$ cat config.mk
export PLATFORM = sky130hd
export DESIGN_NAME = mqtt_control_packet_parser_flat
export DESIGN_NICKNAME = d
export VERILOG_FILES = /design/src/rtl/mcpp_pkg.sv /design/src/rtl/mcpp_if.sv /design/src/rtl/mqtt_control_packet_parser.sv /design/src/rtl/mcpp_in_reg.sv /design/src/rtl/mcpp_parse_core.sv /design/src/rtl/mcpp_out_reg.sv /design/src/flat_wrapper.sv
export SDC_FILE = /design/constraint.sdc
export NUM_CORES = 1
export LEC_CHECK = 0
export BUFFER_PORTS_ARGS = -buffer_cell sky130_fd_sc_hd__buf_2
export CAP_MARGIN = 30
export CORE_UTILIZATION = 40
export CTS_CLUSTER_DIAMETER = 150
export DETAILED_ROUTE_END_ITERATION = 7
export PLACE_DENSITY = 0.6
export SYNTH_ARGS = -nofsm -noshare
export SYNTH_HDL_FRONTEND = slang
export SYNTH_SLANG_ARGS = --single-unit
export TNS_END_PERCENT = 100
$ cat constraint.sdc
create_clock -name clk -period 16.55 [get_ports clk]
set_input_delay 1.655 -clock clk [delete_from_list [all_inputs] [get_ports clk]]
set_output_delay 1.655 -clock clk [all_outputs]
set_load 0.01 [all_outputs]
$ cat src/rtl/mcpp_pkg.sv
// ----------------------------------------------------------------------------
// mcpp_pkg
// Shared types and codes of the MQTT control packet header parser.
// ----------------------------------------------------------------------------
`default_nettype none

package mcpp_pkg;

	// result status codes
	localparam logic [1:0] ST_OK        = 2'd0;
	localparam logic [1:0] ST_MALFORMED = 2'd1;
	localparam logic [1:0] ST_TRUNCATED = 2'd2;

	// MQTT control packet types
	localparam logic [3:0] PT_CONNECT    = 4'd1;
	localparam logic [3:0] PT_CONNACK    = 4'd2;
	localparam logic [3:0] PT_PUBLISH    = 4'd3;
	localparam logic [3:0] PT_SUBSCRIBE  = 4'd8;
	localparam logic [3:0] PT_SUBACK     = 4'd9;
	localparam logic [3:0] PT_PINGREQ    = 4'd12;
	localparam logic [3:0] PT_PINGRESP   = 4'd13;
	localparam logic [3:0] PT_DISCONNECT = 4'd14;

	typedef struct packed {
		logic [7:0]  data_byte;
		logic [15:0] buffer_length;
		logic        first_byte;
	} byte_item_t;

	typedef struct packed {
		logic [3:0]  packet_type;
		logic [1:0]  status;
		logic        dup_flag;
		logic [1:0]  header_qos;
		logic [7:0]  remaining_length;
		logic [15:0] id_or_keepalive;
		logic [7:0]  small_value;
		logic [7:0]  connect_flag_bits;
		logic [15:0] name_offset;
		logic [15:0] name_length;
		logic [15:0] body_offset;
		logic [15:0] body_length;
	} result_t;

endpackage

`default_nettype wire

$ cat src/rtl/mcpp_if.sv
// ----------------------------------------------------------------------------
// mcpp_if
// Valid/ready channels: receive-buffer bytes in, parse results out.
// ----------------------------------------------------------------------------
`default_nettype none

interface mcpp_byte_if;
	logic        valid;
	logic        ready;
	logic [7:0]  data_byte;
	logic [15:0] buffer_length;
	logic        first_byte;

	modport source (output valid, data_byte, buffer_length, first_byte, input ready);
	modport sink   (input valid, data_byte, buffer_length, first_byte, output ready);
endinterface

interface mcpp_result_if;
	logic        valid;
	logic        ready;
	logic [3:0]  packet_type;
	logic [1:0]  status;
	logic        dup_flag;
	logic [1:0]  header_qos;
	logic [7:0]  remaining_length;
	logic [15:0] id_or_keepalive;
	logic [7:0]  small_value;
	logic [7:0]  connect_flag_bits;
	logic [15:0] name_offset;
	logic [15:0] name_length;
	logic [15:0] body_offset;
	logic [15:0] body_length;

	modport source (output valid, packet_type, status, dup_flag, header_qos,
		remaining_length, id_or_keepalive, small_value, connect_flag_bits,
		name_offset, name_length, body_offset, body_length, input ready);
	modport sink   (input valid, packet_type, status, dup_flag, header_qos,
		remaining_length, id_or_keepalive, small_value, connect_flag_bits,
		name_offset, name_length, body_offset, body_length, output ready);
endinterface

`default_nettype wire

$ cat src/rtl/mqtt_control_packet_parser.sv
// ----------------------------------------------------------------------------
// mqtt_control_packet_parser
// Parses a receive buffer, one byte per transfer, into MQTT control packet
// header results.
//
//   channel     dir   carries
//   byte_ch     in    data_byte, buffer_length, first_byte
//   result_ch   out   packet type, status, header flags, captured fields
//
// One byte per cycle sustained while result_ch takes results; a byte's result
// reaches result_ch through the input register, loaded by the transfer, and
// the result register, loaded by one parse step. The parse state updates in a
// single step, so bytes flow back to back. A stalled result_ch holds the result
// register and backs up byte_ch once the input register is full. Reset is
// asynchronous and clears the valid flags and parse state, not data registers.
// ----------------------------------------------------------------------------
`default_nettype none

module mqtt_control_packet_parser #(
	parameter int OFFSET_BITS = 16
) (
	input  wire logic   clk,
	input  wire logic   arst_n,
	mcpp_byte_if.sink   byte_ch,
	mcpp_result_if.source result_ch
);

	logic                  valid_s1;
	mcpp_pkg::byte_item_t  item_s1;
	logic                  space;
	logic                  advance;
	logic                  res_valid;
	mcpp_pkg::result_t     res;

	assign advance = valid_s1 && space;

	mcpp_in_reg u_in (
		.clk      (clk),
		.arst_n   (arst_n),
		.byte_ch  (byte_ch),
		.take     (advance),
		.valid_s1 (valid_s1),
		.item_s1  (item_s1)
	);

	mcpp_parse_core #(.OFFSET_BITS(OFFSET_BITS)) u_core (
		.clk        (clk),
		.arst_n     (arst_n),
		.item_valid (advance),
		.item       (item_s1),
		.res_valid  (res_valid),
		.res        (res)
	);

	mcpp_out_reg u_out (
		.clk       (clk),
		.arst_n    (arst_n),
		.load      (res_valid),
		.res       (res),
		.space     (space),
		.result_ch (result_ch)
	);

endmodule

`default_nettype wire

$ cat src/rtl/mcpp_in_reg.sv
// ----------------------------------------------------------------------------
// mcpp_in_reg
// Input register stage: holds one byte until the parser consumes it.
// ----------------------------------------------------------------------------
`default_nettype none

module mcpp_in_reg (
	input  wire logic               clk,
	input  wire logic               arst_n,
	mcpp_byte_if.sink               byte_ch,
	input  wire logic               take,
	output logic                    valid_s1,
	output mcpp_pkg::byte_item_t    item_s1
);

	assign byte_ch.ready = !valid_s1 || take;

	always_ff @(posedge clk or negedge arst_n) begin
		if (!arst_n) begin
			valid_s1 <= 1'b0;
		end else if (byte_ch.ready) begin
			valid_s1 <= byte_ch.valid;
		end
	end

	always_ff @(posedge clk) begin
		if (byte_ch.valid && byte_ch.ready) begin
			item_s1.data_byte     <= byte_ch.data_byte;
			item_s1.buffer_length <= byte_ch.buffer_length;
			item_s1.first_byte    <= byte_ch.first_byte;
		end
	end

endmodule

`default_nettype wire

$ cat src/rtl/mcpp_parse_core.sv
// ----------------------------------------------------------------------------
// mcpp_parse_core
// Parse state and the per-byte step; gives a result on the consumed byte that completes, rejects or truncates a packet.
// ----------------------------------------------------------------------------
`default_nettype none

module mcpp_parse_core #(
	parameter int OFFSET_BITS = 16
) (
	input  wire logic               clk,
	input  wire logic               arst_n,
	input  wire logic               item_valid,
	input  wire mcpp_pkg::byte_item_t item,
	output logic                    res_valid,
	output mcpp_pkg::result_t       res
);

	localparam int CW = ((OFFSET_BITS > 16) ? OFFSET_BITS : 16) + 1;
	localparam logic [OFFSET_BITS-1:0] OFF_MAX = {OFFSET_BITS{1'b1}};

	localparam logic [4:0] PH_HDR  = 5'd0;
	localparam logic [4:0] PH_LEN  = 5'd1;
	localparam logic [4:0] C_NLH   = 5'd2;
	localparam logic [4:0] C_NLL   = 5'd3;
	localparam logic [4:0] C_NSKIP = 5'd4;
	localparam logic [4:0] C_VER   = 5'd5;
	localparam logic [4:0] C_FLG   = 5'd6;
	localparam logic [4:0] C_KAH   = 5'd7;
	localparam logic [4:0] C_KAL   = 5'd8;
	localparam logic [4:0] C_CIH   = 5'd9;
	localparam logic [4:0] C_CIL   = 5'd10;
	localparam logic [4:0] C_CSKIP = 5'd11;
	localparam logic [4:0] CA_RES  = 5'd12;
	localparam logic [4:0] CA_CODE = 5'd13;
	localparam logic [4:0] S_IDH   = 5'd14;
	localparam logic [4:0] S_IDL   = 5'd15;
	localparam logic [4:0] S_TLH   = 5'd16;
	localparam logic [4:0] S_TLL   = 5'd17;
	localparam logic [4:0] S_TSKIP = 5'd18;
	localparam logic [4:0] S_QOS   = 5'd19;
	localparam logic [4:0] SA_IDH  = 5'd20;
	localparam logic [4:0] SA_IDL  = 5'd21;
	localparam logic [4:0] SA_QOS  = 5'd22;
	localparam logic [4:0] P_TLH   = 5'd23;
	localparam logic [4:0] P_TLL   = 5'd24;
	localparam logic [4:0] P_TSKIP = 5'd25;
	localparam logic [4:0] P_PAY   = 5'd26;

	logic [4:0]             phase_q, phase_n;
	logic [OFFSET_BITS-1:0] off_q, off_n;
	logic [15:0]            skip_q, skip_n;
	logic                   halt_q, halt_n;
	logic [7:0]             hdr_q, hdr_n;
	logic [7:0]             lenb_q, lenb_n;
	logic [15:0]            word_q, word_n;
	logic [7:0]             bcap_q, bcap_n;
	logic [7:0]             flags_q, flags_n;
	logic [15:0]            nstart_q, nstart_n;
	logic [15:0]            ncount_q, ncount_n;
	logic [7:0]             lenhi_q, lenhi_n;
	logic [15:0]            bstart_q, bstart_n;
	logic [15:0]            bcount_q, bcount_n;

	logic [OFFSET_BITS-1:0] off_e;
	logic [4:0]             phase_e;
	logic                   halt_e;
	logic [CW-1:0]          o_w, blen_w, op1_w, op1_mx;
	logic [OFFSET_BITS-1:0] op1_m;
	logic [15:0]            pos16, left16, len16, skip_dec;
	logic                   active, last, len_bad;
	logic [3:0]             ptype;
	logic                   emit;
	logic [1:0]             st;

	always_comb begin
		off_e   = item.first_byte ? '0 : off_q;
		phase_e = item.first_byte ? PH_HDR : phase_q;
		halt_e  = item.first_byte ? 1'b0 : halt_q;

		o_w    = CW'(off_e);
		blen_w = CW'(item.buffer_length);
		op1_w  = o_w + CW'(1);
		op1_m  = op1_w[OFFSET_BITS-1:0];
		op1_mx = CW'(op1_m);
		pos16  = op1_mx[15:0];
		// o < blen here, so this difference fits and is never negative
		left16 = item.buffer_length - op1_w[15:0];
		len16  = {lenhi_q, item.data_byte};
		len_bad  = len16 > left16;
		skip_dec = skip_q - 16'd1;
		active = !halt_e && (o_w < blen_w);
		last   = (op1_w == blen_w);
		ptype  = hdr_q[7:4];

		phase_n  = phase_e;
		off_n    = off_e;
		halt_n   = halt_e;
		skip_n   = skip_q;
		hdr_n    = hdr_q;
		lenb_n   = lenb_q;
		word_n   = word_q;
		bcap_n   = bcap_q;
		flags_n  = flags_q;
		nstart_n = nstart_q;
		ncount_n = ncount_q;
		lenhi_n  = lenhi_q;
		bstart_n = bstart_q;
		bcount_n = bcount_q;
		emit     = 1'b0;
		st       = mcpp_pkg::ST_OK;

		if (active) begin
			case (phase_e)
				PH_HDR: begin
					hdr_n    = item.data_byte;
					lenb_n   = '0;
					word_n   = '0;
					bcap_n   = '0;
					flags_n  = '0;
					nstart_n = '0;
					ncount_n = '0;
					lenhi_n  = '0;
					bstart_n = '0;
					bcount_n = '0;
					phase_n  = PH_LEN;
				end
				PH_LEN: begin
					lenb_n = item.data_byte;
					case (ptype)
						mcpp_pkg::PT_CONNECT:   phase_n = C_NLH;
						mcpp_pkg::PT_CONNACK:   phase_n = CA_RES;
						mcpp_pkg::PT_PUBLISH:   phase_n = P_TLH;
						mcpp_pkg::PT_SUBSCRIBE: phase_n = S_IDH;
						mcpp_pkg::PT_SUBACK:    phase_n = SA_IDH;
						mcpp_pkg::PT_PINGREQ, mcpp_pkg::PT_PINGRESP,
						mcpp_pkg::PT_DISCONNECT: begin
							emit    = 1'b1;
							phase_n = PH_HDR;
							if (item.data_byte != 8'd0 || !last) begin
								st     = mcpp_pkg::ST_MALFORMED;
								halt_n = 1'b1;
							end
						end
						default: begin
							emit    = 1'b1;
							phase_n = PH_HDR;
						end
					endcase
				end
				C_NLH, C_CIH, S_TLH, P_TLH: begin
					lenhi_n = item.data_byte;
					phase_n = phase_e + 5'd1;
				end
				C_NLL, S_TLL, P_TLL: begin
					if (len_bad) begin
						emit    = 1'b1;
						st      = mcpp_pkg::ST_MALFORMED;
						halt_n  = 1'b1;
						phase_n = PH_HDR;
					end else begin
						nstart_n = pos16;
						ncount_n = len16;
						if (len16 != 16'd0) begin
							skip_n  = len16;
							phase_n = phase_e + 5'd1;
						end else if (phase_e == P_TLL) begin
							// empty topic: payload is the rest of the buffer
							bstart_n = pos16;
							bcount_n = left16;
							if (left16 == 16'd0) begin
								emit    = 1'b1;
								phase_n = PH_HDR;
							end else begin
								phase_n = P_PAY;
							end
						end else begin
							phase_n = phase_e + 5'd2;
						end
					end
				end
				C_NSKIP, S_TSKIP, P_TSKIP, C_CSKIP: begin
					skip_n = skip_dec;
					if (skip_dec == 16'd0) begin
						if (phase_e == P_TSKIP) begin
							bstart_n = pos16;
							bcount_n = left16;
							if (left16 == 16'd0) begin
								emit    = 1'b1;
								phase_n = PH_HDR;
							end else begin
								phase_n = P_PAY;
							end
						end else if (phase_e == C_CSKIP) begin
							emit    = 1'b1;
							phase_n = PH_HDR;
						end else begin
							phase_n = phase_e + 5'd1;
						end
					end
				end
				C_VER: begin
					bcap_n  = item.data_byte;
					phase_n = C_FLG;
				end
				C_FLG: begin
					flags_n = item.data_byte;
					phase_n = C_KAH;
				end
				C_KAH, S_IDH, SA_IDH: begin
					word_n  = {item.data_byte, 8'd0};
					phase_n = phase_e + 5'd1;
				end
				C_KAL, S_IDL, SA_IDL: begin
					word_n  = {word_q[15:8], item.data_byte};
					phase_n = phase_e + 5'd1;
				end
				C_CIL: begin
					if (len_bad) begin
						emit    = 1'b1;
						st      = mcpp_pkg::ST_MALFORMED;
						halt_n  = 1'b1;
						phase_n = PH_HDR;
					end else begin
						bstart_n = pos16;
						bcount_n = len16;
						if (len16 != 16'd0) begin
							skip_n  = len16;
							phase_n = C_CSKIP;
						end else begin
							emit    = 1'b1;
							phase_n = PH_HDR;
						end
					end
				end
				CA_RES: phase_n = CA_CODE;
				CA_CODE, S_QOS, SA_QOS: begin
					bcap_n  = item.data_byte;
					emit    = 1'b1;
					phase_n = PH_HDR;
				end
				P_PAY: begin
					if (last) begin
						emit    = 1'b1;
						phase_n = PH_HDR;
					end
				end
				default: phase_n = PH_HDR;
			endcase

			off_n = (op1_w > CW'(OFF_MAX)) ? OFF_MAX : op1_m;

			// buffer ran out inside a packet
			if (!emit && last && phase_n != PH_HDR && !halt_n) begin
				emit   = 1'b1;
				st     = mcpp_pkg::ST_TRUNCATED;
				halt_n = 1'b1;
			end
		end
	end

	assign res_valid = item_valid && emit;

	always_comb begin
		res.packet_type       = hdr_n[7:4];
		res.status            = st;
		res.dup_flag          = hdr_n[3];
		res.header_qos        = hdr_n[2:1];
		res.remaining_length  = lenb_n;
		res.id_or_keepalive   = word_n;
		res.small_value       = bcap_n;
		res.connect_flag_bits = flags_n;
		res.name_offset       = nstart_n;
		res.name_length       = ncount_n;
		res.body_offset       = bstart_n;
		res.body_length       = bcount_n;
	end

	always_ff @(posedge clk or negedge arst_n) begin
		if (!arst_n) begin
			phase_q  <= PH_HDR;
			off_q    <= '0;
			skip_q   <= '0;
			halt_q   <= 1'b0;
			hdr_q    <= '0;
			lenb_q   <= '0;
			word_q   <= '0;
			bcap_q   <= '0;
			flags_q  <= '0;
			nstart_q <= '0;
			ncount_q <= '0;
			lenhi_q  <= '0;
			bstart_q <= '0;
			bcount_q <= '0;
		end else if (item_valid) begin
			phase_q  <= phase_n;
			off_q    <= off_n;
			skip_q   <= skip_n;
			halt_q   <= halt_n;
			hdr_q    <= hdr_n;
			lenb_q   <= lenb_n;
			word_q   <= word_n;
			bcap_q   <= bcap_n;
			flags_q  <= flags_n;
			nstart_q <= nstart_n;
			ncount_q <= ncount_n;
			lenhi_q  <= lenhi_n;
			bstart_q <= bstart_n;
			bcount_q <= bcount_n;
		end
	end

	a_skip_nonzero: assert property (@(posedge clk) disable iff (!arst_n)
		(phase_q == C_NSKIP || phase_q == S_TSKIP || phase_q == P_TSKIP ||
		 phase_q == C_CSKIP) |-> skip_q != 16'd0)
		else $error("skip phase with zero count");

	a_payload_nonempty: assert property (@(posedge clk) disable iff (!arst_n)
		phase_q == P_PAY |-> bcount_q != 16'd0)
		else $error("payload phase with empty payload");

	a_status_code: assert property (@(posedge clk) disable iff (!arst_n)
		res_valid |-> (res.status == mcpp_pkg::ST_OK ||
			res.status == mcpp_pkg::ST_MALFORMED ||
			res.status == mcpp_pkg::ST_TRUNCATED))
		else $error("bad status code");

	a_halt_silent: assert property (@(posedge clk) disable iff (!arst_n)
		(item_valid && halt_q && !item.first_byte) |-> !res_valid)
		else $error("result while halted");

endmodule

`default_nettype wire

$ cat src/rtl/mcpp_out_reg.sv
// ----------------------------------------------------------------------------
// mcpp_out_reg
// Result register: holds one result until the sink takes the transfer.
// ----------------------------------------------------------------------------
`default_nettype none

module mcpp_out_reg (
	input  wire logic               clk,
	input  wire logic               arst_n,
	input  wire logic               load,
	input  wire mcpp_pkg::result_t  res,
	output logic                    space,
	mcpp_result_if.source           result_ch
);

	logic               valid_q;
	mcpp_pkg::result_t  res_q;

	assign space = !valid_q || result_ch.ready;

	always_ff @(posedge clk or negedge arst_n) begin
		if (!arst_n) begin
			valid_q <= 1'b0;
		end else if (space) begin
			valid_q <= load;
		end
	end

	always_ff @(posedge clk) begin
		if (space && load) begin
			res_q <= res;
		end
	end

	assign result_ch.valid             = valid_q;
	assign result_ch.packet_type       = res_q.packet_type;
	assign result_ch.status            = res_q.status;
	assign result_ch.dup_flag          = res_q.dup_flag;
	assign result_ch.header_qos        = res_q.header_qos;
	assign result_ch.remaining_length  = res_q.remaining_length;
	assign result_ch.id_or_keepalive   = res_q.id_or_keepalive;
	assign result_ch.small_value       = res_q.small_value;
	assign result_ch.connect_flag_bits = res_q.connect_flag_bits;
	assign result_ch.name_offset       = res_q.name_offset;
	assign result_ch.name_length       = res_q.name_length;
	assign result_ch.body_offset       = res_q.body_offset;
	assign result_ch.body_length       = res_q.body_length;

endmodule

`default_nettype wire
$ cat src/flat_wrapper.sv
// flat-port wrapper written by rule: the top's interface ports become plain ports
module mqtt_control_packet_parser_flat 
#(
	parameter int OFFSET_BITS = 16
)
  (clk, arst_n, byte_ch_valid, byte_ch_data_byte, byte_ch_buffer_length, byte_ch_first_byte, byte_ch_ready, result_ch_valid, result_ch_packet_type, result_ch_status, result_ch_dup_flag, result_ch_header_qos, result_ch_remaining_length, result_ch_id_or_keepalive, result_ch_small_value, result_ch_connect_flag_bits, result_ch_name_offset, result_ch_name_length, result_ch_body_offset, result_ch_body_length, result_ch_ready);
  mcpp_byte_if byte_ch_i ();
  mcpp_result_if result_ch_i ();
  input  wire logic clk;
  input  wire logic arst_n;
  input wire logic [$bits(byte_ch_i.valid)-1:0] byte_ch_valid;
  input wire logic [$bits(byte_ch_i.data_byte)-1:0] byte_ch_data_byte;
  input wire logic [$bits(byte_ch_i.buffer_length)-1:0] byte_ch_buffer_length;
  input wire logic [$bits(byte_ch_i.first_byte)-1:0] byte_ch_first_byte;
  output wire logic [$bits(byte_ch_i.ready)-1:0] byte_ch_ready;
  output wire logic [$bits(result_ch_i.valid)-1:0] result_ch_valid;
  output wire logic [$bits(result_ch_i.packet_type)-1:0] result_ch_packet_type;
  output wire logic [$bits(result_ch_i.status)-1:0] result_ch_status;
  output wire logic [$bits(result_ch_i.dup_flag)-1:0] result_ch_dup_flag;
  output wire logic [$bits(result_ch_i.header_qos)-1:0] result_ch_header_qos;
  output wire logic [$bits(result_ch_i.remaining_length)-1:0] result_ch_remaining_length;
  output wire logic [$bits(result_ch_i.id_or_keepalive)-1:0] result_ch_id_or_keepalive;
  output wire logic [$bits(result_ch_i.small_value)-1:0] result_ch_small_value;
  output wire logic [$bits(result_ch_i.connect_flag_bits)-1:0] result_ch_connect_flag_bits;
  output wire logic [$bits(result_ch_i.name_offset)-1:0] result_ch_name_offset;
  output wire logic [$bits(result_ch_i.name_length)-1:0] result_ch_name_length;
  output wire logic [$bits(result_ch_i.body_offset)-1:0] result_ch_body_offset;
  output wire logic [$bits(result_ch_i.body_length)-1:0] result_ch_body_length;
  input wire logic [$bits(result_ch_i.ready)-1:0] result_ch_ready;
  assign byte_ch_i.valid = byte_ch_valid;
  assign byte_ch_i.data_byte = byte_ch_data_byte;
  assign byte_ch_i.buffer_length = byte_ch_buffer_length;
  assign byte_ch_i.first_byte = byte_ch_first_byte;
  assign byte_ch_ready = byte_ch_i.ready;
  assign result_ch_valid = result_ch_i.valid;
  assign result_ch_packet_type = result_ch_i.packet_type;
  assign result_ch_status = result_ch_i.status;
  assign result_ch_dup_flag = result_ch_i.dup_flag;
  assign result_ch_header_qos = result_ch_i.header_qos;
  assign result_ch_remaining_length = result_ch_i.remaining_length;
  assign result_ch_id_or_keepalive = result_ch_i.id_or_keepalive;
  assign result_ch_small_value = result_ch_i.small_value;
  assign result_ch_connect_flag_bits = result_ch_i.connect_flag_bits;
  assign result_ch_name_offset = result_ch_i.name_offset;
  assign result_ch_name_length = result_ch_i.name_length;
  assign result_ch_body_offset = result_ch_i.body_offset;
  assign result_ch_body_length = result_ch_i.body_length;
  assign result_ch_i.ready = result_ch_ready;
  mqtt_control_packet_parser #(.OFFSET_BITS(OFFSET_BITS)) u_core (.clk(clk), .arst_n(arst_n), .byte_ch(byte_ch_i), .result_ch(result_ch_i));
endmodule
==> flow_summary.json <==
{
  "maxCapViolations": 0,
  "drive_above_1_share_pct": 16.9,
  "finalSetupTns_ns": 0,
  "min_from": "u_core.u_core.flags_q[7]",
  "place.gp.congestion": 0.960,
  "max_freq_ghz": 0.138,
  "hpwl_um": 37500,
  "worst_slew_pin_slew_ns": 1.02,
  "core-area_um2": 41100,
  "relSlewSlack_pct": 32.0,
  "grt_setup_unrepaired": "false",
  "hold-path-endpoint": "u_core.u_core.flags_q[7]",
  "critPathCaptureType": "flip-flop",
  "synthesis.area_um2": 16800,
  "ys_seq_area_share_pct": 48.3,
  "hold_viol_final": 0,
  "fill_cells": 3875,
  "cpPeakStageDelay_ns": 0.72,
  "synth.area.mux_share_pct": 2.69,
  "die_h_um": 207,
  "grt_max_degree": 71,
  "min_period_ns": 7.27,
  "synthToLayoutAreaGrowth_pct": 13.8,
  "criticalPathCategory": "flip-flop to flip-flop",
  "run_status": "finished with violations",
  "layout.nets": 1869,
  "startpoint_type": "flip-flop",
  "worstSkewPairLatency_ns": 0.54,
  "dr.pass1.iters": 7,
  "critPathArrivalTime_ns": 7.42,
  "synth_compound_gate_area_share_pct": 21.7,
  "skew_ns": 0.0253,
  "die_x_um": 207,
  "synth-xor-area-share_pct": 2.69,
  "clk_pin_slew_ns": 0.06,
  "violations": "DRC",
  "post_cts_resized": 0,
  "cp_max_fo": 70,
  "vias": 14358,
  "diodes": 0,
  "min_delay_path_depth": 2,
  "portBuffers": 143,
  "synth_top_family_by_area": "compound AO/OA/AOI/OAI gates",
  "cp_slowest_cell": "buf_4",
  "power_w": 0.00264,
  "synthCells": 1690,
  "reg2reg_to": "u_core.u_out.result_ch.body_length[8]",
  "setup_ws_ns": 9.28,
  "cts_sinks": 297,
  "cts_root_buf": "clkbuf_16",
  "final_common_cell": "nand2_1",
  "track_usage_pct": 25.1,
  "grt_pass1_wl_um": 83900,
  "antenna_found_initial": 2,
  "avgSynthCellArea_um2": 9.95,
  "yosysWarnings": 0,
  "grt_pass1_vias": 13594,
  "drcViolationCount": 11,
  "power_density_nw_per_um2": 138,
  "worst_ir_drop_vdd_mv": 0.0664,
  "wl_um": 54200,
  "start_util_pct": 40.9,
  "ff2ff_path_depth": 23,
  "yosysUniqueCellTypes": 102,
  "r2r_slack_ns": 9.28,
  "dpl.cell_count": 2290,
  "finalCritPeriodShare_pct": 43.9,
  "die_area_um2": 42900,
  "synthSimpleGateAreaFrac_pct": 17.1,
  "hold_buffers": 0,
  "synth_seq_cells": 297,
  "synth-adder-area-share_pct": 3.57,
  "slew_viol_final": 0,
  "stdcell_count": 2352,
  "hold_class": "flip-flop to flip-flop",
  "routedWlPerCell_um": 23.1,
  "cts_buffers": 34,
  "grt_overflow": 0,
  "final_cell_mix": "nand2_1, dfrtp_1, buf_2",
  "cts_tree": "yes",
  "worstPathCellList": "buf_4, nor2b_1, ha_1, xnor2_1, ha_1, a21oi_1, o21a_1, maj3_1, a221oi_2, a2111oi_0, nor3_1, or2_2, inv_1, ha_1, and2_1, a41oi_1, o21ai_1, a211oi_2, nor2_1, buf_4, a2bb2oi_2, o22ai_4, buf_4",
  "vias_per_cell": 6.10,
  "rows": 74,
  "drt-initial-drc-count": 1593,
  "critPathRequiredTime_ns": 16.70,
  "reg2reg_from": "u_core.u_in.item_s1[0]",
  "leakagePower_nw": 8.04,
  "finalSetupViolations": 0,
  "antenna_left": 0,
  "clock_path_buffers": 3,
  "io_pins": 144,
  "synthArstFlopShare_pct": 53.5,
  "synthFlopType": "dfrtp_1",
  "cts_setup_buffers": 0,
  "place_ws_ns": 9.33,
  "htreeDepth": 2,
  "synth_nets": 1764,
  "synth_edf_count": 138
}
cells by family after synthesis:
logic type	count (synthesis)
flops	297
mux	41
buf+inv	164
simple gates	579
compound gates	519
fa+ha+maj	48
xor+xnor	42
Yosys cell counts (15+ instances only):
library cell  count  area [µm²]
o21ai_0         114         571
nor3_1           33         165
inv_1            53         199
clkbuf_1         77         289
nor4_1           23         144
ha_1             44         551
and3_1           15        93.8
buf_2            22         110
nor2b_1          15        93.8
dfrtp_1         159        3980
nand2b_1         18         113
nand2_1         249         935
a21oi_1          70         350
a22o_1           91         797
a211oi_1         24         180
nor2_1           90         338
mux2_2           30         338
xnor2_1          29         254
nand3_1          38         190
o21ai_1          37         185
edfxtp_1        138        4140
a31oi_1          21         131
where the power goes:
part | switching, W | internal (W)
combinational | 0.000596 | 0.000284
clock | 0.000313 | 0.000429
sequential | 0.000115 | 0.000901
total | 0.00102 | 0.00161
routing by layer:
metal  GRT usage, %  wire length (µm)  vias up
li1               -                 -     6541
met1           36.6             24600     7106
met2           37.8             23800      594
met3           4.50              4190      115
met4           8.00              1670        2
met5              0                 9        -
critical path, delay by kind of cell (launching register included):
family,cells,cell delay [ns]
compound gates,9,2.19
buf+inv,4,1.48
flops,1,0.32
xor+xnor,1,0.60
fa+ha+maj,4,1.19
simple gates,5,1.02
state kept, by name, summed over array words and instances, names as in the netlist, 7 cells and up:
signal / count
u_core.u_in.item_s1: 25
u_core.u_core.bcount_q: 16
u_core.u_core.bstart_q: 16
u_core.u_core.ncount_q: 16
u_core.u_core.nstart_q: 16
u_core.u_core.off_q: 16
u_core.u_core.skip_q: 16
u_core.u_core.word_q: 16
u_core.u_out.result_ch.body_length: 16
u_core.u_out.result_ch.body_offset: 16
u_core.u_out.result_ch.id_or_keepalive: 16
u_core.u_out.result_ch.name_length: 16
u_core.u_out.result_ch.name_offset: 16
u_core.u_core.bcap_q: 8
u_core.u_core.flags_q: 8
u_core.u_core.lenb_q: 8
u_core.u_core.lenhi_q: 8
u_core.u_out.result_ch.connect_flag_bits: 8
u_core.u_out.result_ch.remaining_length: 8
u_core.u_out.result_ch.small_value: 8
u_core.u_core.hdr_q: 7
per-stage QoR:
stage | hold WS, ns | utilization [%] | instance area [µm²]
floorplan | 0.442 | - | 16800
global placement | 0.455 | 43.9 | 18000
detailed placement | 0.464 | 43.9 | 18000
CTS | 0.478 | 46.5 | 19100
global route | 0.494 | 46.6 | 19100
finish | 0.482 | 46.6 | 19100
final cells by class:
cell class	count	area, µm²	area share, %
Clock inverter	17	166	0.870
Tap cell	532	666	3.48
Sequential cell	297	8120	42.4
Clock buffer	44	920	4.81
Timing Repair Buffer	176	977	5.11
Inverter	57	214	1.12
Multi-Input combinational cell	1229	8070	42.2
how the worst max path moves through the flow:
stage / startpoint / to / slack (ns) / depth (start not counted)
after floorplan: u_core.u_in.item_s1[0] / u_core.u_out.result_ch.body_length[0] / 4.66 / 27
after global placement: u_core.u_in.item_s1[0] / u_core.u_out.result_ch.name_length[11] / 9.54 / 23
after detailed placement: u_core.u_in.item_s1[0] / u_core.u_out.result_ch.body_length[1] / 9.33 / 23
after CTS: u_core.u_in.item_s1[0] / u_core.u_out.result_ch.body_length[8] / 9.32 / 23
after global routing: u_core.u_in.item_s1[0] / u_core.u_out.result_ch.body_length[1] / 8.64 / 23
final: u_core.u_in.item_s1[0] / u_core.u_out.result_ch.body_length[8] / 9.28 / 23
Power figures use the tool's default switching activity.
